File: src/hdl/fvzs_pkg.sv
// Shared types, constants and helpers for the flow vector zone statistics block.
// No dependencies; every other file refers to it by scoped names.
package fvzs_pkg;

    localparam int MAX_FEATURES = 128;
    localparam int ADDR_W       = $clog2(MAX_FEATURES);
    localparam int CNT_W        = $clog2(MAX_FEATURES + 1);
    localparam int COORD_W      = 12;
    localparam int DIFF_W       = COORD_W + 1;
    localparam int FRAC_BITS    = 8;
    localparam int SQ_W         = 16;
    localparam int LEN_W        = 16;
    localparam int TOTAL_W      = 24;
    localparam int LIM_W        = 32;
    localparam int SUM_W        = 16;
    localparam int OCNT_W       = 8;
    localparam int DIM_W        = 11;
    localparam int LIMIT_W      = 8;
    localparam int IN_TDATA_W   = 48;
    localparam int OUT_TDATA_W  = 160;

    localparam logic [1:0] REG_IMAGE_WIDTH  = 2'd0;
    localparam logic [1:0] REG_IMAGE_HEIGHT = 2'd1;
    localparam logic [1:0] REG_MAX_FLOW     = 2'd2;
    localparam logic [1:0] REG_MEAN_RATIO   = 2'd3;

    localparam logic [DIM_W-1:0]   RST_WIDTH  = 11'd640;
    localparam logic [DIM_W-1:0]   RST_HEIGHT = 11'd480;
    localparam logic [LIMIT_W-1:0] RST_MAXLEN = 8'd100;
    localparam logic [LIMIT_W-1:0] RST_RATIO  = 8'd100;

    typedef struct packed {
        logic signed [COORD_W-1:0] sx;
        logic signed [COORD_W-1:0] sy;
        logic signed [DIFF_W-1:0]  dx;
        logic signed [DIFF_W-1:0]  dy;
        logic [SQ_W-1:0]           sq;
        logic                      keep;
        logic                      last;
    } item_t;

    typedef struct packed {
        logic signed [COORD_W-1:0] sx;
        logic signed [COORD_W-1:0] sy;
        logic signed [DIFF_W-1:0]  dx;
        logic signed [DIFF_W-1:0]  dy;
        logic [LEN_W-1:0]          len;
    } entry_t;

    typedef struct packed {
        logic [DIM_W-1:0] h27;
        logic [DIM_W-1:0] h57;
        logic [DIM_W-1:0] w2;
        logic [DIM_W-1:0] w27;
        logic [DIM_W-1:0] w57;
    } edges_t;

    function automatic logic [DIM_W-1:0] div7(input logic [DIM_W+2:0] x);
        logic [27:0] p;
        p = 28'(x) * 28'd9363;
        return p[26:16];
    endfunction

endpackage

File: src/hdl/fvzs_fifo.sv
// Four-beat queue of classified items between front and back.
// Depends on fvzs_pkg for the item type.
module fvzs_fifo (
    input  logic           aclk,
    input  logic           aresetn,
    input  logic           push,
    input  fvzs_pkg::item_t push_item,
    output logic           full,
    input  logic           pop,
    output fvzs_pkg::item_t head,
    output logic           empty
);
    fvzs_pkg::item_t mem_reg [4];
    logic [2:0] wr_ptr_reg, wr_ptr_next;
    logic [2:0] rd_ptr_reg, rd_ptr_next;

    assign full  = (wr_ptr_reg[1:0] == rd_ptr_reg[1:0]) && (wr_ptr_reg[2] != rd_ptr_reg[2]);
    assign empty = (wr_ptr_reg == rd_ptr_reg);
    assign head  = mem_reg[rd_ptr_reg[1:0]];
    assign wr_ptr_next = wr_ptr_reg + 3'(push);
    assign rd_ptr_next = rd_ptr_reg + 3'(pop);

    always_ff @(posedge aclk) begin
        if (!aresetn) begin
            wr_ptr_reg <= '0;
            rd_ptr_reg <= '0;
        end else begin
            wr_ptr_reg <= wr_ptr_next;
            rd_ptr_reg <= rd_ptr_next;
        end
    end

    always_ff @(posedge aclk) begin
        if (push) begin
            mem_reg[wr_ptr_reg[1:0]] <= push_item;
        end
    end
endmodule

File: config.mk
export PLATFORM = sky130hd
export DESIGN_NAME = fvzs_fifo
export DESIGN_NICKNAME = d
export VERILOG_FILES = /design/src/hdl/fvzs_pkg.sv /design/src/hdl/fvzs_fifo.sv
export SDC_FILE = /design/constraint.sdc
export NUM_CORES = 1
export LEC_CHECK = 0
export BUFFER_PORTS_ARGS = -buffer_cell sky130_fd_sc_hd__buf_2
export CAP_MARGIN = 30
export CORE_UTILIZATION = 55
export DETAILED_ROUTE_END_ITERATION = 8
export MAX_ROUTING_LAYER = met4
export PLACE_DENSITY = 0.77
export SLEW_MARGIN = 30
export SYNTH_ARGS = -nofsm -noshare
export SYNTH_HDL_FRONTEND = slang
export SYNTH_SLANG_ARGS = --single-unit
File: constraint.sdc
create_clock -name aclk -period 7.75 [get_ports aclk]
set_input_delay 1.55 -clock aclk [delete_from_list [all_inputs] [get_ports aclk]]
set_output_delay 1.55 -clock aclk [all_outputs]
set_load 0.02 [all_outputs]
# Yosys cells after proc, flatten, opt, wreduce, memory -nomap -nowiden
# Memory sizes are Yosys's and may differ from the RTL's. A register that Yosys moved wholly into a read port is not among the register bits.
# Index checks and enable logic that the tools add are counted.
# op_classes
n_eq_ne	3
n_bitwise	0
n_lt_le_gt_ge	0
n_addsub	2
mul	0
n_mux	3
n_div	0
n_reduce_logical	1
shift	0
# ops
op	count
$add 3x1->3	2
$eq 3x3->1	1
$eq 2x2->1	1
$mux 1	2
$mux 2	1
$logic_and 1x1->1	1
$ne 1x1->1	1
# word_totals
output_inout_bits	70
memories	1
latch_bits	0
mem_bits_ro	0
elab_cells	12
mem_bits_rw	272
input_bits	72
reg_bits	6
# mem_list
memory	words	width	read_ports	rd_clocked_by_memory_dff	wr	line	source
mem_reg	4	68	1	1	1	fvzs_fifo.sv:13	fvzs_pkg::item_t mem_reg [4];

# Depth between registers and ports, before layout
# logic_depth
ltp_word	2
mapped_depth	4
ltp_nobuf	4

# Least setup slack after synthesis
# No wires, ideal clock.
# synth_timing
path_kind	input to register
from	in push
to	mem mem_reg[0][0] (netlist bit), enable pin
path_buffers	0
required_time_ps	7159
cell_stages	1
arrival_time_ps	6464
path_slack_ps	695
setup_ps	591
path_cell_list	nor3b_1
# synth_via
elab_chain_cells	2
# synth_lines
item	line	source
start: declaration	fvzs_fifo.sv:6	input logic push,
$mux 1	fvzs_fifo.sv:34	if (push) begin
$mux 1 (not written as such)	fvzs_fifo.sv:35	mem_reg[wr_ptr_reg[1:0]] <= push_item;
end: declaration	fvzs_fifo.sv:13	
# No other way between the ends.

==> flow_metrics.env <==
export IMPL_p_clk_share_pct=36.9
export IMPL_clkTransAtPathRegs_ps=60
export IMPL_rsz0062_at_grt="no"
export IMPL_p_int_mw=2.57
export IMPL_syn_area_um2=10100
export IMPL_seq_power_share_pct=53.2
export IMPL_drt_wirelength_per_cell_um=21.4
export IMPL_r2r_start="wr_ptr_reg[1]"
export IMPL_hpwl_um=10100
export IMPL_cp_required_ps=6200
export IMPL_synth_seq_cells=278
export IMPL_rows=49
export IMPL_min_path_cells=2
export IMPL_timing_fmax_ghz=0.225
export IMPL_power_density_nw_per_um2=276
export IMPL_die_w_um=138
export IMPL_synth_most_common_cell="edfxtp_1"
export IMPL_worst_r2r_cell_count=3
export IMPL_drc_errors=0
export IMPL_h_tree_depth=1
export IMPL_hold_end="rd_ptr_reg[2]"
export IMPL_synthDominantCellAreaShare_pct=80.8
export IMPL_whs_ps=592
export IMPL_worstSkewPairLatency_ps=530
export IMPL_vias=4422
export IMPL_synth_warnings=0
export IMPL_totalWireLength_um=17100
export IMPL_overflow=0
export IMPL_combPwrFrac_pct=9.9
export IMPL_ctsHoldBuffers=0
export IMPL_vias_per_cell=5.55
export IMPL_num_nets_final=622
export IMPL_place_ws_ps=3750
export IMPL_cts_resized=0
export IMPL_final_max_slew_viol_count=0
export IMPL_drtIter0Drc=231
export IMPL_synth_top_area_cell="edfxtp_1"
export IMPL_p_sw_share_pct=22.2
export IMPL_track_usage_pct=18.8
export IMPL_grt_pass1_wl_um=25100
export IMPL_crit_path_start_kind="flip-flop"
export IMPL_r2r_slack_ps=5550
export IMPL_peakVddDrop_uv=203
export IMPL_cp_end_kind="primary output"
export IMPL_cap_violations=0
export IMPL_hold_viol_final=0
export IMPL_firstDrtPassIters=4
export IMPL_cts_sinks=278
export IMPL_async_reset_ff_share_pct=0
export IMPL_drive_gt1_share_pct=45.2
export IMPL_synth_edff_count=272
export IMPL_utilization_pct=66.5
export IMPL_setup_violations_final=0
export IMPL_cts_buffer_depth=3
export IMPL_post_synth_inst_count=384
export IMPL_worst_slack_ps=3310
export IMPL_arrival_ps=2890
export IMPL_synth_fp_nets=460
export IMPL_syn_mean_instance_area_um2=26.3
export IMPL_start_util_pct=56.3
export IMPL_finalCritPeriodShare_pct=57.3
export IMPL_cts_made_buffers=27
export IMPL_io_buffers=141
export IMPL_holdCritStartpoint="rd_ptr_reg[2]"
export IMPL_finalSetupTns_ps=0
export IMPL_io_pin_count=142
export IMPL_dieArea_um2=18900
export IMPL_p_switching_mw=0.731
export IMPL_synth_area_leaders="edfxtp_1 (81%), mux4_2 (15%), dfxtp_1 (1.2%)"
export IMPL_drtAntennaViolNets=0
export IMPL_synth_common_cells="edfxtp_1 (272), mux4_2 (68), and2_1 (6), dfxtp_1 (6), buf_2 (5)"
export IMPL_status="finished clean"
export IMPL_largest_reg_flops=272
export IMPL_grt_pass1_vias=4691
export IMPL_antenna_found_initial=2
export IMPL_grt_max_degree=52
export IMPL_min_path_type="flip-flop to flip-flop"
export IMPL_min_period_ps=4440
export IMPL_cts_tree="done"
export IMPL_gp_congestion=0.731
export IMPL_worst_pin_slew_ps=769
export IMPL_core_region_area_um2=18000
export IMPL_root_buffer="clkbuf_16"
export IMPL_max_slew_margin_pct=48.7
export IMPL_area_growth_pct=18.1
export IMPL_die_y_um=138
export IMPL_ys_seq_area_share_pct=81.9
export IMPL_postCtsSetupBuffers=0
export IMPL_r2r_end="mem_reg[2][42]"
export IMPL_synth_ff_type="edfxtp_1"
export IMPL_synth_cell_types=18
export IMPL_path_class="flip-flop to primary output"
export IMPL_power_leakage_nw=4.04
export IMPL_fin_skew_ps=11.4
export IMPL_worst_path_max_fanout=36
==> cell type report <==
type                    count  area (um2)
diodes                      2        5.00
clock buffers              33         698
clock inverters            16         125
fillers                  1161        6020
multi-input cells          90        1730
flip-flops and latches    278        8300
well taps                 229         287
repair buffers            149         811
==> logic make-up after synthesis <==
| kind of cell | synth area share, % |
|---|---|
| fa+ha+maj | 0.495 |
| mux | 15.1 |
| flops | 81.9 |
| xor+xnor | 0.433 |
| buf+inv | 1.20 |
| simple gates | 0.792 |
==> worst max-delay path by stage <==
stage	from	slack [ps]	depth (start not counted)	endpoint
finish	rd_ptr_reg[0]	3310	3	head[46]
global route	rd_ptr_reg[0]	3070	3	head[46]
CTS	rd_ptr_reg[0]	3190	3	head[46]
detailed placement	rd_ptr_reg[0]	3750	3	head[58]
global placement	rd_ptr_reg[0]	3760	3	head[58]
floorplan	push	690	1	mem_reg[0][0]
==> cell usage in the layout, fill, tap and decap left out, types with 2 or more instances in the layout <==
cell type | netlist | layout
buf_12 | 2 | 2
clkbuf_1 | 4 | 6
diode_2 | 0 | 2
bufinv_16 | 0 | 2
buf_4 | 4 | 5
clkbuf_16 | 0 | 27
dfxtp_1 | 6 | 4
and2_1 | 6 | 6
mux4_2 | 68 | 68
dfxtp_4 | 0 | 2
xor2_1 | 4 | 4
buf_2 | 5 | 141
inv_6 | 0 | 2
ha_1 | 4 | 4
clkinv_1 | 0 | 10
clkinv_2 | 0 | 2
edfxtp_1 | 272 | 272
==> metrics by stage <==
| step | cell area, um2 | power [mW] | std cells |
|---|---|---|---|
| final | 11900 | 3.30 | 797 |
| after global routing | 11900 | 3.40 | 797 |
| after CTS | 11900 | 3.33 | 795 |
| after detailed placement | 11100 | 2.12 | 746 |
| after global placement | 11100 | 2.11 | 743 |
| after floorplan | 10100 | 2.01 | 384 |
==> power by group through the flow <==
stage	clock (mW)	combinational [mW]	sequential, mW
detailed placement	0	0.334	1.79
CTS	1.24	0.335	1.76
finish	1.22	0.328	1.75
global route	1.29	0.351	1.76
global placement	0	0.316	1.79
floorplan	0	0.232	1.77
==> critical path, stage by stage, from the launching register on <==
cell and delay (ps):
dfxtp_4 800, buf_4 710, mux4_2 620, buf_2 180
==> per-layer routing <==
layer	vias to the layer above	track usage [%]	routed length [um]
met1	2275	22.2	6530
li1	1988	-	-
met5	-	-	0
met2	130	32.2	9210
met3	29	3.75	938
met4	0	6.53	376
Note: power is estimated with default switching activity, not from simulation.
