`src/hdl/fvzs_pkg.sv`:
```
// Shared types, constants and helpers for the flow vector zone statistics block.
// No dependencies; every other file refers to it by scoped names.
package fvzs_pkg;

    localparam int MAX_FEATURES = 128;
    localparam int ADDR_W       = $clog2(MAX_FEATURES);
    localparam int CNT_W        = $clog2(MAX_FEATURES + 1);
    localparam int COORD_W      = 12;
    localparam int DIFF_W       = COORD_W + 1;
    localparam int FRAC_BITS    = 8;
    localparam int SQ_W         = 16;
    localparam int LEN_W        = 16;
    localparam int TOTAL_W      = 24;
    localparam int LIM_W        = 32;
    localparam int SUM_W        = 16;
    localparam int OCNT_W       = 8;
    localparam int DIM_W        = 11;
    localparam int LIMIT_W      = 8;
    localparam int IN_TDATA_W   = 48;
    localparam int OUT_TDATA_W  = 160;

    localparam logic [1:0] REG_IMAGE_WIDTH  = 2'd0;
    localparam logic [1:0] REG_IMAGE_HEIGHT = 2'd1;
    localparam logic [1:0] REG_MAX_FLOW     = 2'd2;
    localparam logic [1:0] REG_MEAN_RATIO   = 2'd3;

    localparam logic [DIM_W-1:0]   RST_WIDTH  = 11'd640;
    localparam logic [DIM_W-1:0]   RST_HEIGHT = 11'd480;
    localparam logic [LIMIT_W-1:0] RST_MAXLEN = 8'd100;
    localparam logic [LIMIT_W-1:0] RST_RATIO  = 8'd100;

    typedef struct packed {
        logic signed [COORD_W-1:0] sx;
        logic signed [COORD_W-1:0] sy;
        logic signed [DIFF_W-1:0]  dx;
        logic signed [DIFF_W-1:0]  dy;
        logic [SQ_W-1:0]           sq;
        logic                      keep;
        logic                      last;
    } item_t;

    typedef struct packed {
        logic signed [COORD_W-1:0] sx;
        logic signed [COORD_W-1:0] sy;
        logic signed [DIFF_W-1:0]  dx;
        logic signed [DIFF_W-1:0]  dy;
        logic [LEN_W-1:0]          len;
    } entry_t;

    typedef struct packed {
        logic [DIM_W-1:0] h27;
        logic [DIM_W-1:0] h57;
        logic [DIM_W-1:0] w2;
        logic [DIM_W-1:0] w27;
        logic [DIM_W-1:0] w57;
    } edges_t;

    function automatic logic [DIM_W-1:0] div7(input logic [DIM_W+2:0] x);
        logic [27:0] p;
        p = 28'(x) * 28'd9363;
        return p[26:16];
    endfunction

endpackage

```
`src/hdl/fvzs_front.sv`:
```
// Front end: accepts feature beats, forms displacement and squared length, classifies.
// Depends on fvzs_pkg; feeds fvzs_fifo.
module fvzs_front (
    input  logic                               aclk,
    input  logic                               aresetn,
    input  logic                               s_tvalid,
    output logic                               s_tready,
    input  logic [fvzs_pkg::IN_TDATA_W-1:0]    s_tdata,
    input  logic                               s_tlast,
    input  logic [2*fvzs_pkg::LIMIT_W-1:0]     max_sq,
    output logic                               push,
    output fvzs_pkg::item_t                    push_item,
    input  logic                               full
);
    localparam int CW = fvzs_pkg::COORD_W;
    localparam int DW = fvzs_pkg::DIFF_W;

    logic                 valid_reg;
    logic signed [CW-1:0] sx_reg, sy_reg;
    logic signed [DW-1:0] dx_reg, dy_reg;
    logic                 last_reg;
    logic signed [CW-1:0] in_sx, in_sy, in_ex, in_ey;
    logic [2*DW-1:0]      sqx, sqy;
    logic [2*DW:0]        sq;

    assign in_sx = s_tdata[CW-1:0];
    assign in_sy = s_tdata[2*CW-1:CW];
    assign in_ex = s_tdata[3*CW-1:2*CW];
    assign in_ey = s_tdata[4*CW-1:3*CW];

    assign push     = valid_reg && !full;
    assign s_tready = !valid_reg || push;

    assign sqx = unsigned'((2*DW)'(dx_reg) * (2*DW)'(dx_reg));
    assign sqy = unsigned'((2*DW)'(dy_reg) * (2*DW)'(dy_reg));
    assign sq  = {1'b0, sqx} + {1'b0, sqy};

    always_comb begin
        push_item.sx   = sx_reg;
        push_item.sy   = sy_reg;
        push_item.dx   = dx_reg;
        push_item.dy   = dy_reg;
        push_item.sq   = sq[fvzs_pkg::SQ_W-1:0];
        push_item.keep = sq < (2*DW+1)'(max_sq);
        push_item.last = last_reg;
    end

    always_ff @(posedge aclk) begin
        if (!aresetn) begin
            valid_reg <= 1'b0;
        end else if (s_tready) begin
            valid_reg <= s_tvalid;
        end
    end

    always_ff @(posedge aclk) begin
        if (s_tvalid && s_tready) begin
            sx_reg   <= in_sx;
            sy_reg   <= in_sy;
            dx_reg   <= DW'(in_sx) - DW'(in_ex);
            dy_reg   <= DW'(in_sy) - DW'(in_ey);
            last_reg <= s_tlast;
        end
    end
endmodule

```
`config.mk`:
```
export PLATFORM = sky130hd
export DESIGN_NAME = fvzs_front
export DESIGN_NICKNAME = d
export VERILOG_FILES = /design/src/hdl/fvzs_pkg.sv /design/src/hdl/fvzs_front.sv
export SDC_FILE = /design/constraint.sdc
export NUM_CORES = 1
export LEC_CHECK = 0
export BUFFER_PORTS_ARGS = -buffer_cell sky130_fd_sc_hd__buf_2
export CAP_MARGIN = 20
export CELL_PAD_IN_SITES_DETAIL_PLACEMENT = 1
export CELL_PAD_IN_SITES_GLOBAL_PLACEMENT = 1
export CORE_MARGIN = 1.5
export CORE_UTILIZATION = 35
export CTS_CLUSTER_SIZE = 12
export DETAILED_ROUTE_END_ITERATION = 7
export PLACE_DENSITY = 0.68
export SETUP_SLACK_MARGIN = 0.1
export SLEW_MARGIN = 15
export SYNTH_ARGS = -nofsm -noshare
export SYNTH_HDL_FRONTEND = slang
export SYNTH_SLANG_ARGS = --single-unit
```
`constraint.sdc`:
```
create_clock -name aclk -period 14.15 [get_ports aclk]
set_input_delay 0 -clock aclk [delete_from_list [all_inputs] [get_ports aclk]]
set_output_delay 0 -clock aclk [all_outputs]
set_load 0.05 [all_outputs]
```
After elaboration in Yosys (flattened, before gate mapping)
Cells that the tools add are included.
- register bits after elaboration: 52
- RAM bits: 0
- memories: 0
- output and inout port bits: 70
- latch bits: 0
- ROM bits: 0
- bits of input ports: 69
- logic and storage cells: 17
- reductions and logical operators: 5
- eq/ne operators: 0
- multipliers: 2
- div/mod/pow operators: 0
- $add $sub $neg: 3
- shift operators: 0
- mux-type cells: 0
- bitwise gates (word level): 0
- magnitude comparators: 1
- operators with widths (operator ; number):
    multiplier 13 x 13 -> 26 bit ; 2
    adder 26 x 26 -> 27 bit ; 1
    < comparator 27 x 16 -> 1 bit ; 1
    subtractor 12 x 12 -> 13 bit ; 2
    logical AND 1 bit ; 2
    logical NOT 1 bit ; 2
    logical OR 1 bit ; 1

Logic depth before layout (Yosys ltp)
Gate-level depths: netlist of run 1.
- word-level depth: 4
- mapped depth: 35
- depth with buffers taken out: 34

Worst setup path before layout of run 1
Ideal clock, no wire load.
- path kind: register -> output
- from: register dx_reg[6]
- to: output push_item[1] (netlist name)
- arrival time: 9.621 ns
- path buffers: 1
- cell stages (with the launch flop): 32
- data required time: 14.150 ns
- setup slack: 4.529 ns
- cell sequence: edfxtp_1 clkbuf_1 nand2_1 inv_1 fa_1 fa_1 fa_1 inv_1 fa_1 inv_1 fa_1 ha_1 ha_1 a21oi_1 nor2b_1 a31o_2 nor2_1 xnor2_1 ha_1 or2_2 o22ai_1 nor3b_1 a41oi_1 xnor2_1 ha_1 nand4_1 nor3_1 a2111oi_0 nand3_1 nor3_1 nand4_1 nor4_1
- RTL lines (element ; line ; source):
    from (decl) ; fvzs_front.sv:20 ; logic signed [DW-1:0] dx_reg, dy_reg;
    from (signal assigned) ; fvzs_front.sv:60 ; dx_reg <= DW'(in_sx) - DW'(in_ex);
    to (decl) ; fvzs_front.sv:12 ; output fvzs_pkg::item_t push_item,

==> results of run 1 <==
-- how the worst max path moves through the flow --
| stage | slack (ns) | cells past startpoint | to | from |
|---|---|---|---|---|
| after global routing | 4.10 | 28 | push_item[1] | dy_reg[1]$_DFFE_PP_ |
| after detailed placement | 5.07 | 30 | push_item[1] | dx_reg[1]$_DFFE_PP_ |
| final | 4.80 | 32 | push_item[1] | dx_reg[3]$_DFFE_PP_ |
| after global placement | 5.27 | 32 | push_item[1] | dx_reg[3]$_DFFE_PP_ |
| after floorplan | 4.53 | 31 | push_item[1] | dx_reg[6]$_DFFE_PP_ |
| after CTS | 4.71 | 30 | push_item[1] | dx_reg[1]$_DFFE_PP_ |
-- through the flow --
stage	hold WS [ns]	setup WS, ns	cell area [µm²]	util [%]
3_3_place_gp	0.179	5.27	17100	38.5
6_report	0.0647	4.80	17500	39.4
2_1_floorplan	0.0989	4.53	15700	-
4_1_cts	0.0434	4.71	17500	39.4
3_5_place_dp	0.179	5.07	17100	38.5
5_1_grt	0.0750	4.10	17500	39.4
-- critical path: cells and delay by family (launching register included) --
| family | cells | cell delay [ns] |
|---|---|---|
| xor gates and xnor gates | 1 | 0.13 |
| adders and majority gates | 8 | 3.38 |
| AOI/OAI and AO/OA | 11 | 2.47 |
| buffers and inverters | 6 | 0.68 |
| DFF | 1 | 0.79 |
| and+or+nand+nor | 6 | 1.57 |
-- cell families (layout without fill, tap and decap cells) --
group	after synthesis	count (layout)	synth area share, %
adder cells (fa/ha/maj)	496	496	53.2
AO/OA/AOI/OAI	206	206	8.86
multiplexers	6	6	0.382
flip-flops	52	52	9.86
other	1	2	0.0238
buffers and inverters	481	625	11.5
AND/OR/NAND/NOR	366	366	11.3
XOR/XNOR	87	87	4.84
-- layer usage --
layer,GRT usage [%],vias to the layer above,share of wire [%]
li1,-,5519,-
met1,22.6,5966,44
met2,31.7,165,52
met3,0.778,28,2.6
met4,3.71,0,1.4
met5,0,-,0
-- placed cells by master (no fill, tap or decap), types with 14 or more instances in the layout --
master	n
and2_1	59
nand2b_1	14
ha_1	208
nand2_1	117
nor2_1	76
xnor2_1	70
fa_1	288
inv_1	448
xor2_1	17
dlygate4sd3_1	27
nand3_1	14
a21oi_1	57
buf_2	138
a21o_1	22
o21ai_0	41
nor2b_1	40
nor3_1	15
edfxtp_1	51
-- layout make-up --
type / instances / share of cell area (%)
inverter: 448 / 9.62
timing repair buffer: 169 / 5.67
clock inverter: 2 / 0.0930
tap: 592 / 4.24
multi-input combinational: 1163 / 70.8
clock buffer: 6 / 0.737
sequential: 52 / 8.87
==> summary.md, run 1 <==
| Metric | Value |
|---|---|
| DP HPWL | `32.7 mm` |
| RSZ-0062 raised after global routing | `no` |
| Worst flop-to-flop path endpoint | `dy_reg[9]$_DFFE_PP_` |
| Crit path DAT | `around 9.4 ns` |
| Placed Cells | `2397` |
| Critical path class | `flop to output port` |
| DIE WIDTH | `approximately 210 µm` |
| Final non-filler cell total | `2432` |
| Worst setup SP type | `flop` |
| Initial antenna violation count | `0` |
| Number of setup violations in the final report | `0` |
| CP max FO | `15` |
| Yosys reg bits | `52` |
| Share of layout cells above drive strength 1 | `just over 9%` |
| Hold path cells | `3` |
| Drt wl/cell | `around 16 µm` |
| Die Span Y | `roughly 210 µm` |
| Routed WL | `between 30 and 40 mm` |
| DRT antenna net count | `0` |
| DIE AREA | `approximately 46000 µm²` |
| Hold_buf cts | `27` |
| Synth Cell Area | `about 16000 µm²` |
| Yosys top cell by area | `fa_1` |
| Worst clock skew | `0.00738 ns` |
| First-pass DRT Iterations | `4` |
| DR vias/cell | `between 4 and 5` |
| Max-cap violations | `0` |
| Post-synthesis sequential area ratio | `under 10%` |
| CP max-delay cell | `edfxtp_1` |
| Yosys cell types | `between 60 and 70` |
| Total GRT Usage | `between 10% and 20%` |
| Number of enable-type register cells in the synthesized netlist | `a little over 50` |
| Post-CTS sizing | `0` |
| DRT iter0 DRCs | `roughly 380` |
| Clock slew at reported path FFs | `roughly 0.08 ns` |
| Req. time, crit path | `about 14 ns` |
| GP Congestion | `0.866` |
| Core Area | `44300 µm²` |
| Reg area | `around 1600 µm²` |
| Vias in the first global route | `13400` |
| Top post-synthesis cells by count | `inv_1, fa_1, ha_1` |
| Worst hold path type | `input port to flop` |
| Slew Limit Fails | `0` |
| # diodes | `0` |
| Yosys synthesis warning count | `0` |
| Net count, final | `about 2400` |
| Hold path endpoint | `dy_reg[0]$_DFFE_PP_` |
| Yosys top cell area share | `between 30% and 40%` |
| I/O Buffers | `about 140` |
| CTS tree | `done` |
| Syn Area/Cell | `approximately 9.3 µm²` |
| Hold Vio Cnt, Final | `0` |
| Least-Margin Pin Slew | `0.744 ns` |
| Setup TNS | `0 ns` |
| Main synth FF type | `edfxtp_1` |
| Clk buf depth | `2` |
| Ranking of synthesized cells by area | `fa_1, ha_1, inv_1, edfxtp_1, xnor2_1` |
| Placement Rows | `between 70 and 80` |
| I/O Pins | `139` |
| RR Startpoint | `valid_reg$_SDFFE_PN0N_` |
| Largest net degree at the start of global routing | `52` |
| Syn Inst Count | `roughly 1700` |
| Initial core utilization | `a little over a third` |
| Fmax | `between 0.1 and 0.15 GHz` |
| Fin crit share | `approximately 66%` |
| Layout area overhead | `11.1%` |
| Residual DRC | `0` |
| Post-CTS Setup Bufs | `0` |
| Async SR Flop Fraction | `0%` |
| Setup slack, reg-to-reg | `between 10 and 15 ns` |
| CTS root buf | `clkbuf_16` |
| Global-route wire length before repair | `roughly 65 mm` |
| CTS buffer count | `5` |
| Filler cells | `approximately 5200` |
| Fin crit period | `just over 9 ns` |
| Path depth of the worst reg2reg path | `3` |
| CTS HTree Levels | `2` |
| Max-slew headroom | `approximately half` |
| Clk_lat worst skew | `0.32 ns` |
| Area of the multi-input gates | `about 12000 µm²` |
| Vias post-DR | `11700` |
| CTS Sinks | `52` |
| GRT overflow | `0` |
| Count leader, synth | `inv_1` |
| Outcome | `complete, no violations` |
| Setup crit end kind | `output port` |
| Hold_sp | `s_tdata[36]` |
| Peak per-stage delay on the critical path | `0.79 ns` |
Power of run 1 is not shown: default switching activity piles up to over one toggle a cycle in this logic, so the estimate is an artifact.
==> inputs of run 2 (changes only) <==
Settings changed: PLACE_DENSITY 0.68 to 0.71.
Clock period 14.15 ns to 8 ns, I/O delays scaled along.
==> run 2 against run 1 <==
Critical path depth down 1; hold slack got worse by 0.00052 ns; the run now ends with negative setup slack left; clock skew shrank 0.0028 ns; final area increased by 7.1%; critical endpoint unchanged; highest routed layer unchanged; critical path type unchanged.
==> summary.md, run 2 (same netlist as run 1, synthesis figures left out) <==
| Metric | Value |
|---|---|
| Outcome | `finished with violations (was complete, no violations)` |
| Failing checks | `negative setup slack` |
| CTS root buf | `clkbuf_16 (unchanged)` |
| Net count, final | `2501 (was 2404)` |
| DR vias/cell | `4.76 (was 4.80)` |
| Initial core utilization | `35.5% (unchanged)` |
| CP max-delay cell | `fa_1 (was edfxtp_1)` |
| Path depth of the worst reg2reg path | `3 (unchanged)` |
| Initial antenna violation count | `1 (was 0)` |
| Share of layout cells above drive strength 1 | `17.2% (was 9.29%)` |
| Routed WL | `40.8 mm (was 37.9 mm)` |
| Placement Rows | `77 (unchanged)` |
| RR Startpoint | `valid_reg$_SDFFE_PN0N_ (unchanged)` |
| Largest net degree at the start of global routing | `27 (was 52)` |
| DIE AREA | `46200 µm² (unchanged)` |
| Post-layout worst setup margin | `-0.187 ns (was 4.80 ns)` |
| Fin crit share | `102%` |
| Number of setup violations in the final report | `1 (was 0)` |
| Die Span Y | `215 µm (unchanged)` |
| Crit path DAT | `8.19 ns (was 9.35 ns)` |
| Commonest cells after routing, fill and taps aside | `inv_1, fa_1, ha_1, buf_2, nand2_1 (unchanged)` |
| Clk_lat worst skew | `0.31 ns (was 0.32 ns)` |
| Worst setup SP type | `flop (unchanged)` |
| GRT overflow | `0 (unchanged)` |
| I/O Buffers | `138 (unchanged)` |
| Residual DRC | `0 (unchanged)` |
| Least-Margin Pin Slew | `0.682 ns (was 0.744 ns)` |
| Critical path class | `flop to output port (unchanged)` |
| Fin crit period | `about 8.2 ns` |
| I/O Pins | `139 (unchanged)` |
| RSZ-0062 raised after global routing | `yes (was no)` |
| DIE WIDTH | `215 µm (unchanged)` |
| Hold Vio Cnt, Final | `0 (unchanged)` |
| Total GRT Usage | `18.3% (was 17.3%)` |
| Setup crit start | `dx_reg[3]$_DFFE_PP_ (unchanged)` |
| Layout area overhead | `19.0% (was 11.1%)` |
| Most common cell after layout, fill and taps aside | `inv_1 (unchanged)` |
| # diodes | `0 (unchanged)` |
| Hold_sp | `s_tdata[24] (was s_tdata[36])` |
| CTS buffer count | `5 (unchanged)` |
| DRT iter0 DRCs | `384 (was 377)` |
| Most frequent cell on the critical path | `fa_1` |
| Vias in the first global route | `13900 (was 13400)` |
| CTS HTree Levels | `2 (unchanged)` |
| Max-slew headroom | `54.5% (was 50.4%)` |
| Worst hold path type | `input port to flop (unchanged)` |
| Core Area | `44300 µm² (unchanged)` |
| Worst clock skew | `0.00457 ns (was 0.00738 ns)` |
| Global-route wire length before repair | `68.3 mm (was 64.7 mm)` |
| DRT antenna net count | `0 (unchanged)` |
| Drt wl/cell | `16.1 µm (was 15.6 µm)` |
| Req. time, crit path | `8.00 ns (was 14.15 ns)` |
| First-pass DRT Iterations | `4 (unchanged)` |
| Peak per-stage delay on the critical path | `0.56 ns (was 0.79 ns)` |
| Max-cap violations | `0 (unchanged)` |
| CTS Sinks | `52 (unchanged)` |
| Slew Limit Fails | `0 (unchanged)` |
| GP Congestion | `0.853 (was 0.866)` |
| CTS tree | `done (unchanged)` |
| Setup WS pre-CTS | `-0.353 ns (was 5.07 ns)` |
| Fmax | `roughly 0.12 GHz` |
| Vias post-DR | `12000 (was 11700)` |
| DP HPWL | `35.2 mm (was 32.7 mm)` |
| Setup crit end kind | `output port (unchanged)` |
| CP max FO | `6 (was 15)` |
| Clk buf depth | `2 (unchanged)` |
| Hold path cells | `3 (unchanged)` |
| Clock slew at reported path FFs | `0.08 ns (about the same)` |
## run 2: worst paths after layout
check	slack (ns)	endpoint
max	-0.19	push_item[1]
min	0.06	dx_reg[0]$_DFFE_PP_
max reg2reg	6.16	sy_reg[11]$_DFFE_PP_
min reg2reg	1.10	sx_reg[0]$_DFFE_PP_
## run 2: layout make-up
type	instances	area, µm²
repair buffers	266	1760
inverters	448	1690
clock buffers	5	125
fillers	5215	25600
flip-flops and latches	52	1550
clock inverters	3	13.8
well taps	592	741
multi-input cells	1163	12800
## run 2: routing by layer
layer	vias up	global-route usage (%)	routed length [µm]
met3	43	1.09	804
met4	0	4.59	813
met2	145	33.7	21000
li1	5723	-	-
met1	6123	23.4	18200
met5	-	0	0
## run 2: critical path, delay by kind of cell (launching register included)
family,cells,cell delay [ns]
simple gates,6,1.13
buf+inv,5,0.61
fa+ha+maj,8,3.38
compound gates,10,2.05
xor+xnor,2,0.29
flops,1,0.41
## run 2: through the flow
| step | instance area [µm²] | setup TNS [ns] | hold slack (ns) | std cells | util (%) |
|---|---|---|---|---|---|
| after floorplan | 16100 | 0 | 0.0989 | 1696 | - |
| after global placement | 17800 | -0.111 | 0.179 | 2448 | 40.1 |
| after detailed placement | 17800 | -0.353 | 0.180 | 2448 | 40.1 |
| after CTS | 18700 | -0.241 | 0.0455 | 2526 | 42.1 |
| after global routing | 18700 | -0.549 | 0.0732 | 2529 | 42.3 |
| final | 18700 | -0.187 | 0.0642 | 2529 | 42.3 |
## run 2: what timing repair did
action	4_1_cts	5_1_grt
hold buffers	27	0
buffers inserted	43	3
hold endpoints to repair	26	0
endpoints found under the setup margin	1	1
resized for setup	37	11
pin swaps	14	2
Power of run 2 is left out for the same reason.
==> inputs of run 3 (changes only) <==
Settings changed: PLACE_DENSITY 0.71 to default, PLACE_DENSITY_LB_ADDON from default to 0.25.
==> run 3 against run 2 <==
Sequential cell count did not move; sequential share of layout area is 0.051 points higher; the run still ends with negative setup slack left; count of clock-buffer cells in the layout unchanged; wire length down 1.2%; global-route usage down 0.34 points; critical path depth increased by 1; critical path type unchanged.
==> summary.md, run 3 (same netlist as run 1, synthesis figures left out) <==
| Metric | Value |
|---|---|
| Least-Margin Pin Slew | `0.747 ns (was 0.682 ns)` |
| I/O Buffers | `138 (unchanged)` |
| CP max FO | `6 (unchanged)` |
| Req. time, crit path | `8.00 ns (about the same)` |
| Initial core utilization | `35.5% (unchanged)` |
| Setup crit end kind | `output port (unchanged)` |
| DIE WIDTH | `215 µm (unchanged)` |
| Vias in the first global route | `13300 (was 13900)` |
| Routed WL | `40.3 mm (was 40.8 mm)` |
| Path depth of the worst reg2reg path | `3 (unchanged)` |
| Worst setup SP type | `flop (unchanged)` |
| CTS tree | `done (unchanged)` |
| Post-layout worst setup margin | `-0.118 ns (was -0.187 ns)` |
| Fin crit period | `8.12 ns (was 8.19 ns)` |
| CTS Sinks | `52 (unchanged)` |
| I/O Pins | `139 (unchanged)` |
| First-pass DRT Iterations | `4 (unchanged)` |
| Outcome | `finished with violations (unchanged)` |
| Clk buf depth | `2 (unchanged)` |
| Setup WS pre-CTS | `-0.172 ns (was -0.353 ns)` |
| CP max-delay cell | `fa_1 (unchanged)` |
| DRT antenna net count | `0 (unchanged)` |
| Core Area | `44300 µm² (unchanged)` |
| Die Span Y | `215 µm (unchanged)` |
| Vias post-DR | `11900 (was 12000)` |
| Worst hold margin | `0.0666 ns (was 0.0642 ns)` |
| Max-slew headroom | `50.2% (was 54.5%)` |
| Area post-placement | `17800 µm² (about the same)` |
| Residual DRC | `0 (unchanged)` |
| Total GRT Usage | `18.0% (was 18.3%)` |
| CP delay by family, top | `adder cells (unchanged)` |
| RSZ-0062 raised after global routing | `yes (unchanged)` |
| Filler cells | `5199 (was 5215)` |
| Initial antenna violation count | `2 (was 1)` |
| # diodes | `0 (unchanged)` |
| Setup slack, reg-to-reg | `6.48 ns (was 6.16 ns)` |
| DR vias/cell | `4.73 (was 4.76)` |
| Critical path class | `flop to output port (unchanged)` |
| RR Startpoint | `valid_reg$_SDFFE_PN0N_ (unchanged)` |
| CTS buffer count | `5 (unchanged)` |
| GP Congestion | `0.828 (was 0.853)` |
| Fmax | `0.123 GHz (was 0.122 GHz)` |
| Worst clock skew | `0.00454 ns (was 0.00457 ns)` |
| Stages on the worst setup path | `32 (was 31)` |
| DRT iter0 DRCs | `323 (was 384)` |
| Slew Limit Fails | `0 (unchanged)` |
| Most frequent cell on the critical path | `fa_1 (unchanged)` |
| Area of the multi-input gates | `12800 µm² (about the same)` |
| Placement Rows | `77 (unchanged)` |
| Clk_lat worst skew | `0.32 ns (was 0.31 ns)` |
| Fin crit share | `101% (was 102%)` |
| Layout area overhead | `18.3% (was 19.0%)` |
| Max-cap violations | `0 (unchanged)` |
| Net count, final | `2483 (was 2501)` |
| Most common cell after layout, fill and taps aside | `inv_1 (unchanged)` |
| Setup crit start | `dy_reg[8]$_DFFE_PP_ (was dx_reg[3]$_DFFE_PP_)` |
| Hold Vio Cnt, Final | `0 (unchanged)` |
| Peak per-stage delay on the critical path | `0.56 ns (about the same)` |
| Commonest cells after routing, fill and taps aside | `inv_1, fa_1, ha_1, buf_2, nand2_1 (unchanged)` |
| WP buf/inv | `7 (was 5)` |
| Largest net degree at the start of global routing | `52 (was 27)` |
| Worst flop-to-flop path endpoint | `dx_reg[5]$_DFFE_PP_ (was sy_reg[11]$_DFFE_PP_)` |
| Final non-filler cell total | `2511 (was 2529)` |
| Worst hold path type | `input port to flop (unchanged)` |
| Clock slew at reported path FFs | `0.08 ns (about the same)` |
| Share of layout cells above drive strength 1 | `16.5% (was 17.2%)` |
| Failing checks | `negative setup slack (unchanged)` |
| Number of setup violations in the final report | `1 (unchanged)` |
| CTS HTree Levels | `2 (unchanged)` |
| DP HPWL | `35.1 mm (was 35.2 mm)` |
| Reg area | `1550 µm² (unchanged)` |
| Drt wl/cell | `16.0 µm (was 16.1 µm)` |
| CTS root buf | `clkbuf_16 (unchanged)` |
| Design area | `18600 µm² (was 18700 µm²)` |
| DIE AREA | `46200 µm² (unchanged)` |
| Placed Cells | `2447 (was 2448)` |
| Global-route wire length before repair | `66.1 mm (was 68.3 mm)` |
| End of the critical path | `push_item[1] (unchanged)` |
| GRT overflow | `0 (unchanged)` |
| Crit path DAT | `8.12 ns (was 8.19 ns)` |
-- run 3: final cells by class --
cell class	instances	area share (%)
sequential	52	8.34
timing repair buffer	248	8.73
inverter	448	9.04
clock buffer	5	0.672
multi-input combinational	1163	69.0
tap	592	3.98
clock inverter	3	0.249
-- run 3: routing by layer --
layer  vias to the layer above  track usage, %  wire [µm]
met1                      6001            23.8      18200
met3                        39            1.51       1060
met4                         0            3.92        681
li1                       5680               -          -
met5                         -               0          0
met2                       163            32.0      20300
-- run 3: how the worst min path moves through the flow --
stage	start	end	cells after the start	slack [ns]
2_1_floorplan	s_tlast	last_reg$_DFFE_PP_	0	0.1
3_3_place_gp	s_tlast	last_reg$_DFFE_PP_	1	0.18
3_5_place_dp	s_tlast	last_reg$_DFFE_PP_	1	0.18
4_1_cts	s_tdata[36]	dy_reg[0]$_DFFE_PP_	3	0.05
5_1_grt	s_tdata[24]	dx_reg[0]$_DFFE_PP_	3	0.09
6_report	s_tdata[36]	dy_reg[0]$_DFFE_PP_	3	0.07
-- run 3: worst register-to-register path, stage by stage, from the launching register on --
cell and delay [ns]:
dfxtp_1 0.33, nand2_1 0.07, and2_2 0.13, buf_4 0.59
-- run 3: repair_timing --
action,in CTS,in global routing
hold buffers,27,0
endpoints found under the setup margin,1,1
resized for setup,29,14
hold endpoints to repair,26,0
pin swaps,13,7
buffers inserted,27,2
-- run 3: stage by stage --
step           TNS (ns)  utilization, %
6_report         -0.118            42.0
3_3_place_gp          0            40.1
3_5_place_dp     -0.172            40.1
2_1_floorplan         0               -
5_1_grt          -0.538            42.0
4_1_cts          -0.206            41.8
Power of run 3 is left out for the same reason.
